==> config.mk <==
export PLATFORM = sky130hd
export DESIGN_NAME = tire_sensor_packet_filter
export DESIGN_NICKNAME = d
export VERILOG_FILES = /design/src/rtl/core/tspf_pkg.sv /design/src/rtl/core/tspf_assembler.sv /design/src/rtl/core/tspf_tracker.sv /design/src/rtl/core/tire_sensor_packet_filter.sv
export SDC_FILE = /design/constraint.sdc
export NUM_CORES = 1
export LEC_CHECK = 0
export BUFFER_PORTS_ARGS = -buffer_cell sky130_fd_sc_hd__buf_2
export CAP_MARGIN = 5
export CORE_MARGIN = 2
export CORE_UTILIZATION = 42
export CTS_BUF_LIST = sky130_fd_sc_hd__clkbuf_4
export DETAILED_ROUTE_END_ITERATION = 10
export SYNTH_ARGS = -nofsm -noshare
export SYNTH_HDL_FRONTEND = slang
export SYNTH_SLANG_ARGS = --single-unit
==> constraint.sdc <==
create_clock -name clk -period 11.9 [get_ports clk]
set_input_delay 1.19 -clock clk [delete_from_list [all_inputs] [get_ports clk]]
set_output_delay 1.19 -clock clk [all_outputs]
set_load 0.02 [all_outputs]
==> src/rtl/core/tspf_pkg.sv <==
// ----------------------------------------------------------------------------
// tspf_pkg
// Shared types and constants of the tire sensor packet filter.
// ----------------------------------------------------------------------------
`default_nettype none

package tspf_pkg;

  localparam int TAIL_BYTES      = 12;
  localparam int MAC_BYTES       = 6;
  localparam int MAC_W           = 8 * MAC_BYTES;
  localparam int CNT_W           = $clog2(TAIL_BYTES + 1);
  localparam int HEX_LETTER_BASE = 10;
  localparam int AGE_BITS_DEF    = 32;
  localparam int OFFSET_W        = 16;
  localparam int TIMEOUT_W       = 32;

  localparam int CFG_IDX_W  = 3;
  localparam int CFG_DATA_W = MAC_W;

  localparam int OUT_DATA_W = 136;

  typedef enum logic [CFG_IDX_W-1:0] {
    CFG_HEX_TEXT_MODE = 3'd0,
    CFG_MAC_FIXED     = 3'd1,
    CFG_FIXED_MAC     = 3'd2,
    CFG_KPA_OFFSET    = 3'd3,
    CFG_STALE_TIMEOUT = 3'd4
  } cfg_reg_e;

  typedef enum logic {
    OP_ELEMENT = 1'b0,
    OP_TICK    = 1'b1
  } opcode_e;

  typedef struct packed {
    logic                 mac_fixed;
    logic [MAC_W-1:0]     fixed_mac;
    logic [OFFSET_W-1:0]  kpa_offset;
    logic [TIMEOUT_W-1:0] stale_timeout;
  } cfg_t;

  // Packet view after the current element has been taken in
  typedef struct packed {
    logic             tick;
    logic             pkt_end;
    logic             full;
    logic [7:0]       voltage;
    logic [7:0]       temperature;
    logic [15:0]      pressure;
    logic [MAC_W-1:0] mac;
  } pkt_view_t;

  typedef struct packed {
    logic             event_kind;
    logic             accepted;
    logic [7:0]       voltage_raw;
    logic [7:0]       temperature_raw;
    logic [15:0]      pressure_raw;
    logic [15:0]      pressure_kpa;
    logic [MAC_W-1:0] sensor_mac;
    logic             readings_valid;
    logic [31:0]      age_ms;
    logic             stale;
  } result_t;

  // Bit 4 set means not a hex character
  function automatic logic [4:0] hex_nibble(input logic [7:0] c);
    logic [4:0] v;
    if (c >= 8'h30 && c <= 8'h39) begin
      v = 5'(c - 8'h30);
    end else if (c >= 8'h41 && c <= 8'h46) begin
      v = 5'(c - 8'h41 + 8'(HEX_LETTER_BASE));
    end else if (c >= 8'h61 && c <= 8'h66) begin
      v = 5'(c - 8'h61 + 8'(HEX_LETTER_BASE));
    end else begin
      v = 5'h10;
    end
    return v;
  endfunction

endpackage

`default_nettype wire

==> src/rtl/core/tspf_assembler.sv <==
// ----------------------------------------------------------------------------
// tspf_assembler
// Byte assembly from raw or hex text elements and the tail window.
// ----------------------------------------------------------------------------
`default_nettype none

module tspf_assembler (
  input  wire logic                clk,
  input  wire logic                rst_n,
  input  wire logic                go,
  input  wire logic                tick,
  input  wire logic [7:0]          element,
  input  wire logic                last,
  input  wire logic                hex_mode,
  output tspf_pkg::pkt_view_t      view
);
  import tspf_pkg::*;

  logic [7:0]       win_r   [TAIL_BYTES];
  logic [7:0]       win_nxt [TAIL_BYTES];
  logic [CNT_W-1:0] cnt_r, cnt_nxt, cnt_new;
  logic [3:0]       held_r, held_nxt;
  logic             pend_r, pend_nxt;
  logic [4:0]       nib;
  logic             push;
  logic [7:0]       push_byte;

  always_comb begin
    nib       = hex_nibble(element);
    push      = 1'b0;
    push_byte = element;
    held_nxt  = held_r;
    pend_nxt  = pend_r;
    if (!tick) begin
      if (hex_mode) begin
        if (!nib[4]) begin
          if (pend_r) begin
            push      = 1'b1;
            push_byte = {held_r, nib[3:0]};
            pend_nxt  = 1'b0;
            held_nxt  = '0;
          end else begin
            held_nxt = nib[3:0];
            pend_nxt = 1'b1;
          end
        end
      end else begin
        push = 1'b1;
      end
    end

    for (int i = 0; i < TAIL_BYTES - 1; i++) begin
      win_nxt[i] = push ? win_r[i+1] : win_r[i];
    end
    win_nxt[TAIL_BYTES-1] = push ? push_byte : win_r[TAIL_BYTES-1];

    cnt_new = (push && cnt_r != CNT_W'(TAIL_BYTES)) ? cnt_r + 1'b1 : cnt_r;
    cnt_nxt = cnt_new;
    if (!tick && last) begin
      cnt_nxt  = '0;
      pend_nxt = 1'b0;
      held_nxt = '0;
    end
  end

  always_comb begin
    view.tick        = tick;
    view.pkt_end     = !tick && last;
    view.full        = (cnt_new == CNT_W'(TAIL_BYTES));
    view.voltage     = win_nxt[0];
    view.temperature = win_nxt[1];
    view.pressure    = {win_nxt[2], win_nxt[3]};
    for (int i = 0; i < MAC_BYTES; i++) begin
      view.mac[8*(MAC_BYTES-1-i) +: 8] = win_nxt[TAIL_BYTES-MAC_BYTES+i];
    end
  end

  always_ff @(posedge clk) begin
    if (!rst_n) begin
      cnt_r  <= '0;
      held_r <= '0;
      pend_r <= 1'b0;
    end else if (go) begin
      cnt_r  <= cnt_nxt;
      held_r <= held_nxt;
      pend_r <= pend_nxt;
    end
  end

  always_ff @(posedge clk) begin
    if (go) begin
      win_r <= win_nxt;
    end
  end

endmodule

`default_nettype wire

==> src/rtl/core/tspf_tracker.sv <==
// ----------------------------------------------------------------------------
// tspf_tracker
// Packet judgement, latched readings, learned address and reading age.
// ----------------------------------------------------------------------------
`default_nettype none

module tspf_tracker #(
  parameter int AGE_BITS = tspf_pkg::AGE_BITS_DEF
) (
  input  wire logic                clk,
  input  wire logic                rst_n,
  input  wire logic                go,
  input  wire tspf_pkg::pkt_view_t view,
  input  wire tspf_pkg::cfg_t      cfg,
  output logic                     res_en,
  output tspf_pkg::result_t        result
);
  import tspf_pkg::*;

  logic [7:0]          volt_r, volt_nxt;
  logic [7:0]          temp_r, temp_nxt;
  logic [15:0]         pres_r, pres_nxt;
  logic [MAC_W-1:0]    mac_r, mac_nxt;
  logic                have_r, have_nxt;
  logic [AGE_BITS-1:0] age_r, age_nxt;
  logic                hit;
  logic [AGE_BITS+31:0] age_ext, tmo_ext;

  always_comb begin
    hit = view.pkt_end && view.full &&
          (cfg.mac_fixed ? (view.mac == cfg.fixed_mac)
                         : (!have_r || view.mac == mac_r));
    volt_nxt = volt_r;
    temp_nxt = temp_r;
    pres_nxt = pres_r;
    mac_nxt  = mac_r;
    have_nxt = have_r;
    age_nxt  = age_r;
    if (view.tick) begin
      if (have_r && age_r != '1) begin
        age_nxt = age_r + 1'b1;
      end
    end else if (hit) begin
      volt_nxt = view.voltage;
      temp_nxt = view.temperature;
      pres_nxt = view.pressure;
      if (!cfg.mac_fixed) begin
        mac_nxt = view.mac;
      end
      have_nxt = 1'b1;
      age_nxt  = '0;
    end
  end

  always_comb begin
    age_ext = {32'b0, age_nxt};
    tmo_ext = {{AGE_BITS{1'b0}}, cfg.stale_timeout};
    res_en  = view.tick || view.pkt_end;
    result.event_kind      = view.tick;
    result.accepted        = hit;
    result.voltage_raw     = volt_nxt;
    result.temperature_raw = temp_nxt;
    result.pressure_raw    = pres_nxt;
    result.pressure_kpa    = (pres_nxt > cfg.kpa_offset) ?
                             pres_nxt - cfg.kpa_offset : '0;
    result.sensor_mac      = cfg.mac_fixed ? cfg.fixed_mac : mac_nxt;
    result.readings_valid  = have_nxt;
    result.age_ms          = age_ext[31:0];
    result.stale           = !have_nxt || (age_ext > tmo_ext);
  end

  always_ff @(posedge clk) begin
    if (!rst_n) begin
      volt_r <= '0;
      temp_r <= '0;
      pres_r <= '0;
      mac_r  <= '0;
      have_r <= 1'b0;
      age_r  <= '1;
    end else if (go) begin
      volt_r <= volt_nxt;
      temp_r <= temp_nxt;
      pres_r <= pres_nxt;
      mac_r  <= mac_nxt;
      have_r <= have_nxt;
      age_r  <= age_nxt;
    end
  end

endmodule

`default_nettype wire

==> src/rtl/core/tire_sensor_packet_filter.sv <==
// ----------------------------------------------------------------------------
// tire_sensor_packet_filter
// Filters tire sensor advertisements and tracks the latest accepted reading.
// ----------------------------------------------------------------------------
// Usage:
//   in_*  : one packet element or one millisecond tick per transfer. tuser is
//           the opcode (1 = tick), tdata the element, tlast ends a packet.
//   out_* : one result per tick and per packet end; tuser is the event kind.
//   cfg_* : register writes, index 0..4; cfg_ready is always high. Write
//           only while the block holds no item and no undelivered result.
// Timing: an input transfer is registered in the input register, processed
//   from there and its result is registered into the out_* result register.
// Throughput: one input transfer per cycle while out_tready is high; the
//   update of the packet and reading state sets this figure.
// Reset: registers that have a reset return to their reset values, the age
//   reads all ones and nothing is valid on either channel.
// Stall: with out_tready low a waiting result holds, at most one further
//   input transfer is taken into the input register, then in_tready falls.
// ----------------------------------------------------------------------------
`default_nettype none

module tire_sensor_packet_filter #(
  parameter int AGE_BITS = tspf_pkg::AGE_BITS_DEF
) (
  input  wire logic                            clk,
  input  wire logic                            rst_n,
  input  wire logic                            in_tvalid,
  output logic                                 in_tready,
  input  wire logic [7:0]                      in_tdata,   // [7:0] element
  input  wire logic                            in_tuser,   // [0] opcode
  input  wire logic                            in_tlast,
  output logic                                 out_tvalid,
  input  wire logic                            out_tready,
  // [0] accepted, [8:1] voltage_raw, [16:9] temperature_raw,
  // [32:17] pressure_raw, [48:33] pressure_kpa, [96:49] sensor_mac,
  // [97] readings_valid, [129:98] age_ms, [130] stale, [135:131] zero
  output logic [tspf_pkg::OUT_DATA_W-1:0]      out_tdata,
  output logic                                 out_tuser,  // [0] event_kind
  input  wire logic                            cfg_valid,
  output logic                                 cfg_ready,
  input  wire logic [tspf_pkg::CFG_IDX_W-1:0]  cfg_index,
  input  wire logic [tspf_pkg::CFG_DATA_W-1:0] cfg_data
);
  import tspf_pkg::*;

  logic       hex_mode_r;
  cfg_t       cfg_r;

  logic       in_vld_r;
  logic       op_r;
  logic [7:0] elem_r;
  logic       last_r;
  logic       proc_go;

  pkt_view_t  view;
  logic       res_en;
  result_t    result;
  result_t    res_r;
  logic       out_vld_r;

  assign cfg_ready = 1'b1;

  always_ff @(posedge clk) begin
    if (!rst_n) begin
      hex_mode_r          <= 1'b0;
      cfg_r.mac_fixed     <= 1'b0;
      cfg_r.fixed_mac     <= '0;
      cfg_r.kpa_offset    <= '0;
      cfg_r.stale_timeout <= TIMEOUT_W'(30000);
    end else if (cfg_valid && cfg_ready) begin
      case (cfg_reg_e'(cfg_index))
        CFG_HEX_TEXT_MODE: hex_mode_r          <= cfg_data[0];
        CFG_MAC_FIXED:     cfg_r.mac_fixed     <= cfg_data[0];
        CFG_FIXED_MAC:     cfg_r.fixed_mac     <= cfg_data[MAC_W-1:0];
        CFG_KPA_OFFSET:    cfg_r.kpa_offset    <= cfg_data[OFFSET_W-1:0];
        CFG_STALE_TIMEOUT: cfg_r.stale_timeout <= cfg_data[TIMEOUT_W-1:0];
        default: ;
      endcase
    end
  end

  assign proc_go   = in_vld_r && (!out_vld_r || out_tready);
  assign in_tready = !in_vld_r || proc_go;

  always_ff @(posedge clk) begin
    if (!rst_n) begin
      in_vld_r <= 1'b0;
    end else if (in_tready) begin
      in_vld_r <= in_tvalid;
    end
  end

  always_ff @(posedge clk) begin
    if (in_tvalid && in_tready) begin
      op_r   <= in_tuser;
      elem_r <= in_tdata;
      last_r <= in_tlast;
    end
  end

  tspf_assembler u_asm (
    .clk      (clk),
    .rst_n    (rst_n),
    .go       (proc_go),
    .tick     (op_r == OP_TICK),
    .element  (elem_r),
    .last     (last_r),
    .hex_mode (hex_mode_r),
    .view     (view)
  );

  tspf_tracker #(
    .AGE_BITS (AGE_BITS)
  ) u_trk (
    .clk    (clk),
    .rst_n  (rst_n),
    .go     (proc_go),
    .view   (view),
    .cfg    (cfg_r),
    .res_en (res_en),
    .result (result)
  );

  always_ff @(posedge clk) begin
    if (!rst_n) begin
      out_vld_r <= 1'b0;
    end else if (proc_go && res_en) begin
      out_vld_r <= 1'b1;
    end else if (out_tready) begin
      out_vld_r <= 1'b0;
    end
  end

  always_ff @(posedge clk) begin
    if (proc_go && res_en) begin
      res_r <= result;
    end
  end

  assign out_tvalid = out_vld_r;
  assign out_tuser  = res_r.event_kind;
  assign out_tdata  = {5'b0, res_r.stale, res_r.age_ms, res_r.readings_valid,
                       res_r.sensor_mac, res_r.pressure_kpa, res_r.pressure_raw,
                       res_r.temperature_raw, res_r.voltage_raw, res_r.accepted};

  // An accepted packet always reports a fresh, valid reading
  a_accept_fresh: assert property (@(posedge clk) disable iff (!rst_n)
    out_vld_r && res_r.accepted |-> res_r.readings_valid && res_r.age_ms == '0)
    else $error("accepted packet without fresh reading");

  a_invalid_stale: assert property (@(posedge clk) disable iff (!rst_n)
    out_vld_r && !res_r.readings_valid |-> res_r.stale)
    else $error("reading reported current before any acceptance");

  a_tick_not_accept: assert property (@(posedge clk) disable iff (!rst_n)
    out_vld_r && res_r.event_kind |-> !res_r.accepted)
    else $error("tick result flagged as accepted");

  a_hold_item: assert property (@(posedge clk) disable iff (!rst_n)
    in_vld_r && !proc_go |=> in_vld_r && $stable(elem_r) && $stable(op_r))
    else $error("pending item lost while output stalled");

endmodule

`default_nettype wire
# After elaboration in Yosys (flattened, before gate mapping)
# Cells that the tools add are included.
# word_totals
out_inout_bits	140
input_bits	66
register_bits	460
word_cells	150
# op_classes
mux	51
reduce_logical	31
add_sub_neg	8
order_cmp	8
eq_ne	11
# op_table
op	n
48-bit two-way mux	4
8-bit two-way mux	18
48-bit == test	2
32-bit two-way mux	3
32-bit by 1-bit adder with 32-bit output, second input constant	1
32-bit greater-than comparator	1
16-bit two-way mux	2
32-bit inequality test, second input constant	1
4-bit two-way mux	7
8-bit by 7-bit >= comparator with 1-bit output, second input constant	2
16-bit greater-than comparator	1
8-bit by 7-bit <= comparator with 1-bit output, second input constant	2
16-bit subtractor	1
5-bit two-way mux	3
1-bit two-way mux	14
2-bit AND reduction	6
1-bit logical AND	11
5-bit by 4-bit adder with 5-bit output, second input constant	2
5-bit by 1-bit subtractor with 5-bit output, second input constant	2
8-bit by 6-bit >= comparator with 1-bit output, second input constant	1
8-bit by 6-bit <= comparator with 1-bit output, second input constant	1
3-bit by 2-bit == test with 1-bit output, second input constant	2
1-bit zero test	5
1-bit logical OR	5
10 further kinds	12

# Longest topological paths before layout
# logic_depth
word_depth	18
ltp_mapped	30
mapped_depth_nobuf	25

# Hierarchy
# A second synthesis with hierarchy kept.
# unflattened
hier_cells	2379
hier_area_um2	23125.9
# modules_own_cells
module	cells_each	instances	area_per_inst_um2	seq_area_each_um2
tspf_tracker	1380	1	10172.3	2262.2
tire_sensor_packet_filter	545	1	8186.6	6266.0
tspf_assembler	454	1	4767.1	3062.9

# Worst setup path after synthesis
# No wires, ideal clock.
# synth_path
kind	register to register
start	register elem_r[0]
end	register res_r, in the netlist out_tdata[39] (data pin)
stages_incl_launch_ff	27
path_buffers	3
setup_time_ps	266
arrival_time_ps	6226
slack_ps	5408
path_cell_list	edfxtp_1 > inv_1 > ha_1 > o21ba_2 > o21a_1 > o211ai_1 > mux2_2 > xor2_1 > nor4_1 > nand4_1 > or3_1 > buf_4 > nand2_4 > buf_4 > mux2_2 > fa_1 > a21o_1 > a21oi_1 > o21bai_1 > a21oi_1 > o21bai_1 > a21oi_1 > o21ai_0 > a211oi_1 > a2bb2oi_1 > clkbuf_1 > nor2_1
# synth_rtl
element	line_no	source
from (decl)	tire_sensor_packet_filter.sv:51	logic [7:0] elem_r;
from (signal assigned)	tire_sensor_packet_filter.sv:96	elem_r <= in_tdata;
to (signal assigned)	tire_sensor_packet_filter.sv:136	res_r <= result;
to (decl)	tire_sensor_packet_filter.sv:58	result_t res_r;

==> flow_metrics.tcl <==
set metrics [dict create \
    outcome "finished, final reports clean" \
    drc_errors 0 \
    number_of_global_route_vias_before_repair 18157 \
    tritoncts "yes" \
    count_of_buffers_inserted_at_the_top_level_ports 199 \
    final.setup_skew_ns 0.09930 \
    max_freq_mhz 113.3 \
    drt-initial-drc-count 1703 \
    clk_transition_reported_paths_ns 0.06 \
    hold-worst-slack_ns 0.3957 \
    synth.area.top_cells "edfxtp_1 (31%), dfxtp_1 (19%), nand2_1 (7.5%)" \
    routed_wl_mm 75.29 \
    totalNegativeSetupSlack_ns 0 \
    post_route_cells_drive_above_1_share_pct 18.99 \
    postSynthAreaPerCell_um2 9.732 \
    post_cts_setup_inserts 0 \
    asyncSetResetFlopFracSynth_pct 0 \
    worst_ep_arrival_time_ns 9.41 \
    synthMostInstantiatedCell "nand2_1" \
    post_synthesis_cells 2346 \
    worstPathBufferInverterCount 4 \
    grt_antenna_before_repair 2 \
    slew_headroom_pct 24.87 \
    die-height_um 237.2 \
    placed_wire_length_estimate_after_detailed_placement_mm 52.86 \
    post-route-period-util_pct 74.19 \
    power.static_leakage_nw 9.671 \
    floorplan.initialDensity_pct 42.43 \
    crit_path_max_incr_delay_ns 0.92 \
    cts_hold_buffers 0 \
    clkSinkCount 460 \
    critical_path.slowest_cell "a2bb2oi_1" \
    synth.cells.most_frequent "nand2_1 (455), edfxtp_1 (238), dfxtp_1 (222)" \
    synth.yosys.seq_area_share_pct 50.77 \
    ctsRootBufferMaster "clkbuf_4" \
    final_cell_area_um2 25840 \
    ys.flop_type "edfxtp_1" \
    synth_cell_types 80 \
    final.fill_count 5171 \
    average_routed_wire_per_standard_cell_um 22.58 \
    setup.worst_path.class "reg2reg" \
    final-hold-violation-count 0 \
    rsz0062_at_grt "false" \
    synth_to_final_area_change_pct 13.19 \
    die-area_um2 56240 \
    row_cnt 85 \
    track_usage_pct 26.29 \
    coreArea_um2 53810 \
    ys_ff_latch 460 \
    fin_util_pct 48.02 \
    drv.max_cap_violation_count 0 \
    vias 19021 \
    seq_area_um2 11590 \
    worst-path-max-fanout 52 \
    power_density_nw_per_um2 135.5 \
    antenna_left 0 \
    cts.repair.resized 0 \
    synth-warning-count 0 \
    post_synth_edffs 238 \
    finalSetupViolCount 0 \
    worst-slew-pin-transition_ns 1.123 \
    post_synth_instance_area_um2 22830 \
    grt_max_degree 85 \
    clock_insertion_delay_at_the_later_pin_of_the_skew_report_ns 0.93 \
    clk_path_buf_depth 3 \
    worstSetupStartpointType "register" \
    post-synth-top-area-cell "edfxtp_1" \
    cts_inserted_buffers 117 \
    endpoint_kind "register" \
    post-route-min-period_ns 8.828 \
    postPlaceCellArea_um2 24190 \
    top_level_ports 206 \
    finalWeightedCongestion 0.9620 \
    vias_per_cell 5.703 \
    finish.net_count 2657 \
    critPathRequiredTime_ns 12.48 \
    path_delay_family "compound AO/OA/AOI/OAI gates" \
    cts_max_level 3 \
    worstHoldPathType "reg2reg" \
    synth_top_area_share_pct 31.30 \
    multi_input_comb_area_um2 10110 \
    globalRouteOverflowTotal 0 \
    drt_pre_antenna_iters 6 \
    first_pass_grt_wire_length_mm 112.6 \
    slew_viol_final 0 \
    vdd.ir_drop.worst_mv 0.06841 \
    die_width_um 237.2 \
]
==> final cells by class <==
class	count	area share, %
diodes	1	0.009683
flip-flops and latches	460	44.86
well taps	696	3.370
repair buffers	216	4.348
multi-input cells	1612	39.14
clock inverters	42	1.167
clock buffers	179	5.200
inverters	129	1.912
==> metrics by stage <==
step	total power, mW	worst slack (ns)	cells
2_1_floorplan	1.951	5.408	2350
3_3_place_gp	2.055	3.409	3113
3_5_place_dp	2.057	3.076	3113
4_1_cts	3.540	3.060	3334
5_1_grt	3.651	2.421	3335
6_report	3.502	3.072	3335
==> worst register-to-register path, cell delays in order, from the launching register on <==
cell and delay, ns:
edfxtp_1 0.49, inv_1 0.13, ha_1 0.24, o21ba_2 0.23, o211ai_2 0.25, o221a_4 0.70, buf_4 0.64, mux2i_1 0.43
inv_1 0.07, a22oi_1 0.19, nand4_1 0.18, or3_1 0.72, nand2_4 0.58, mux2i_1 0.30, ha_1 0.20, inv_1 0.06
fa_1 0.40, a21o_1 0.19, a21oi_1 0.22, o21bai_1 0.09, a21oi_1 0.22, o21bai_1 0.09, a21oi_1 0.30, o21ai_0 0.25
a211oi_1 0.28, a2bb2oi_1 0.92, nor3_1 0.16
==> state kept, by name, summed over array words and instances, names as in the netlist <==
register,count
u_asm.pend_r,1
op_r,1
u_trk.have_r,1
u_asm.cnt_r,4
in_vld_r,1
u_trk.pres_r,16
u_trk.mac_r,48
out_tdata,131
u_asm.held_r,4
out_tuser,1
out_tvalid,1
u_trk.volt_r,8
u_trk.age_r,32
hex_mode_r,1
u_trk.temp_r,8
elem_r,8
u_asm.win_r,96
cfg_r,97
last_r,1
==> logic make-up after synthesis <==
group	count (synthesis)	share of synthesized area [%]
other	2	0.03289
DFF	460	50.77
muxes	144	6.680
AOI/OAI and AO/OA	464	13.57
xor gates and xnor gates	101	3.874
adders and majority gates	55	3.047
buffers and inverters	278	5.179
and+or+nand+nor	842	16.85
==> layout by cell type (no fill, tap or decap), types with 10 or more instances in the layout <==
cell type / synthesis / layout
xor2_1: 29 / 29
o21a_1: 10 / 10
ha_1: 54 / 54
o311ai_0: 12 / 12
dfxtp_1: 222 / 221
nand4_1: 33 / 33
nor2_1: 62 / 61
mux2_2: 63 / 63
edfxtp_1: 238 / 238
mux2i_1: 79 / 79
nor2b_1: 32 / 32
inv_1: 128 / 126
nand3_1: 53 / 53
and3_1: 29 / 29
clkinv_1: 0 / 30
a21oi_1: 165 / 165
o311a_1: 13 / 13
a221o_1: 16 / 16
buf_4: 14 / 17
buf_2: 18 / 199
nor3_1: 104 / 103
o22ai_1: 19 / 19
o211ai_1: 14 / 14
or3_1: 11 / 11
nand2b_1: 17 / 17
a21o_1: 12 / 11
nor4_1: 20 / 20
o21ai_0: 82 / 82
a211oi_1: 24 / 24
nand2_1: 455 / 454
xnor2_1: 72 / 72
a41oi_1: 18 / 18
clkbuf_4: 0 / 179
==> routing by layer <==
| metal | vias up | track usage [%] | routed length [um] |
|---|---|---|---|
| met3 | 143 | 4.425 | 5422 |
| li1 | 8859 | - | - |
| met4 | 0 | 9.929 | 2210 |
| met5 | - | 0 | 0 |
| met2 | 781 | 41.73 | 34640 |
| met1 | 9238 | 36.12 | 33020 |
==> report_power, final <==
part,switching [mW],internal [mW]
Combinational,0.190,0.0807
Sequential,0.0426,1.71
Clock,0.682,0.795
Total,0.915,2.59
==> final timing paths <==
| kind | startpoint | endpoint | slack (ns) | cells after the start |
|---|---|---|---|---|
| worst min register to register | u_asm.win_r[53]$_DFFE_PP_ | u_asm.win_r[61]$_DFFE_PP_ | 0.40 | 0 |
| worst max register to register | elem_r[0]$_DFFE_PP_ | out_tdata[36]$_SDFFCE_PP0P_ | 3.07 | 26 |
| worst max-delay path | elem_r[0]$_DFFE_PP_ | out_tdata[36]$_SDFFCE_PP0P_ | 3.07 | 26 |
| worst min-delay path | u_asm.win_r[53]$_DFFE_PP_ | u_asm.win_r[61]$_DFFE_PP_ | 0.40 | 0 |
No activity file was read; power rests on OpenSTA's default activity.
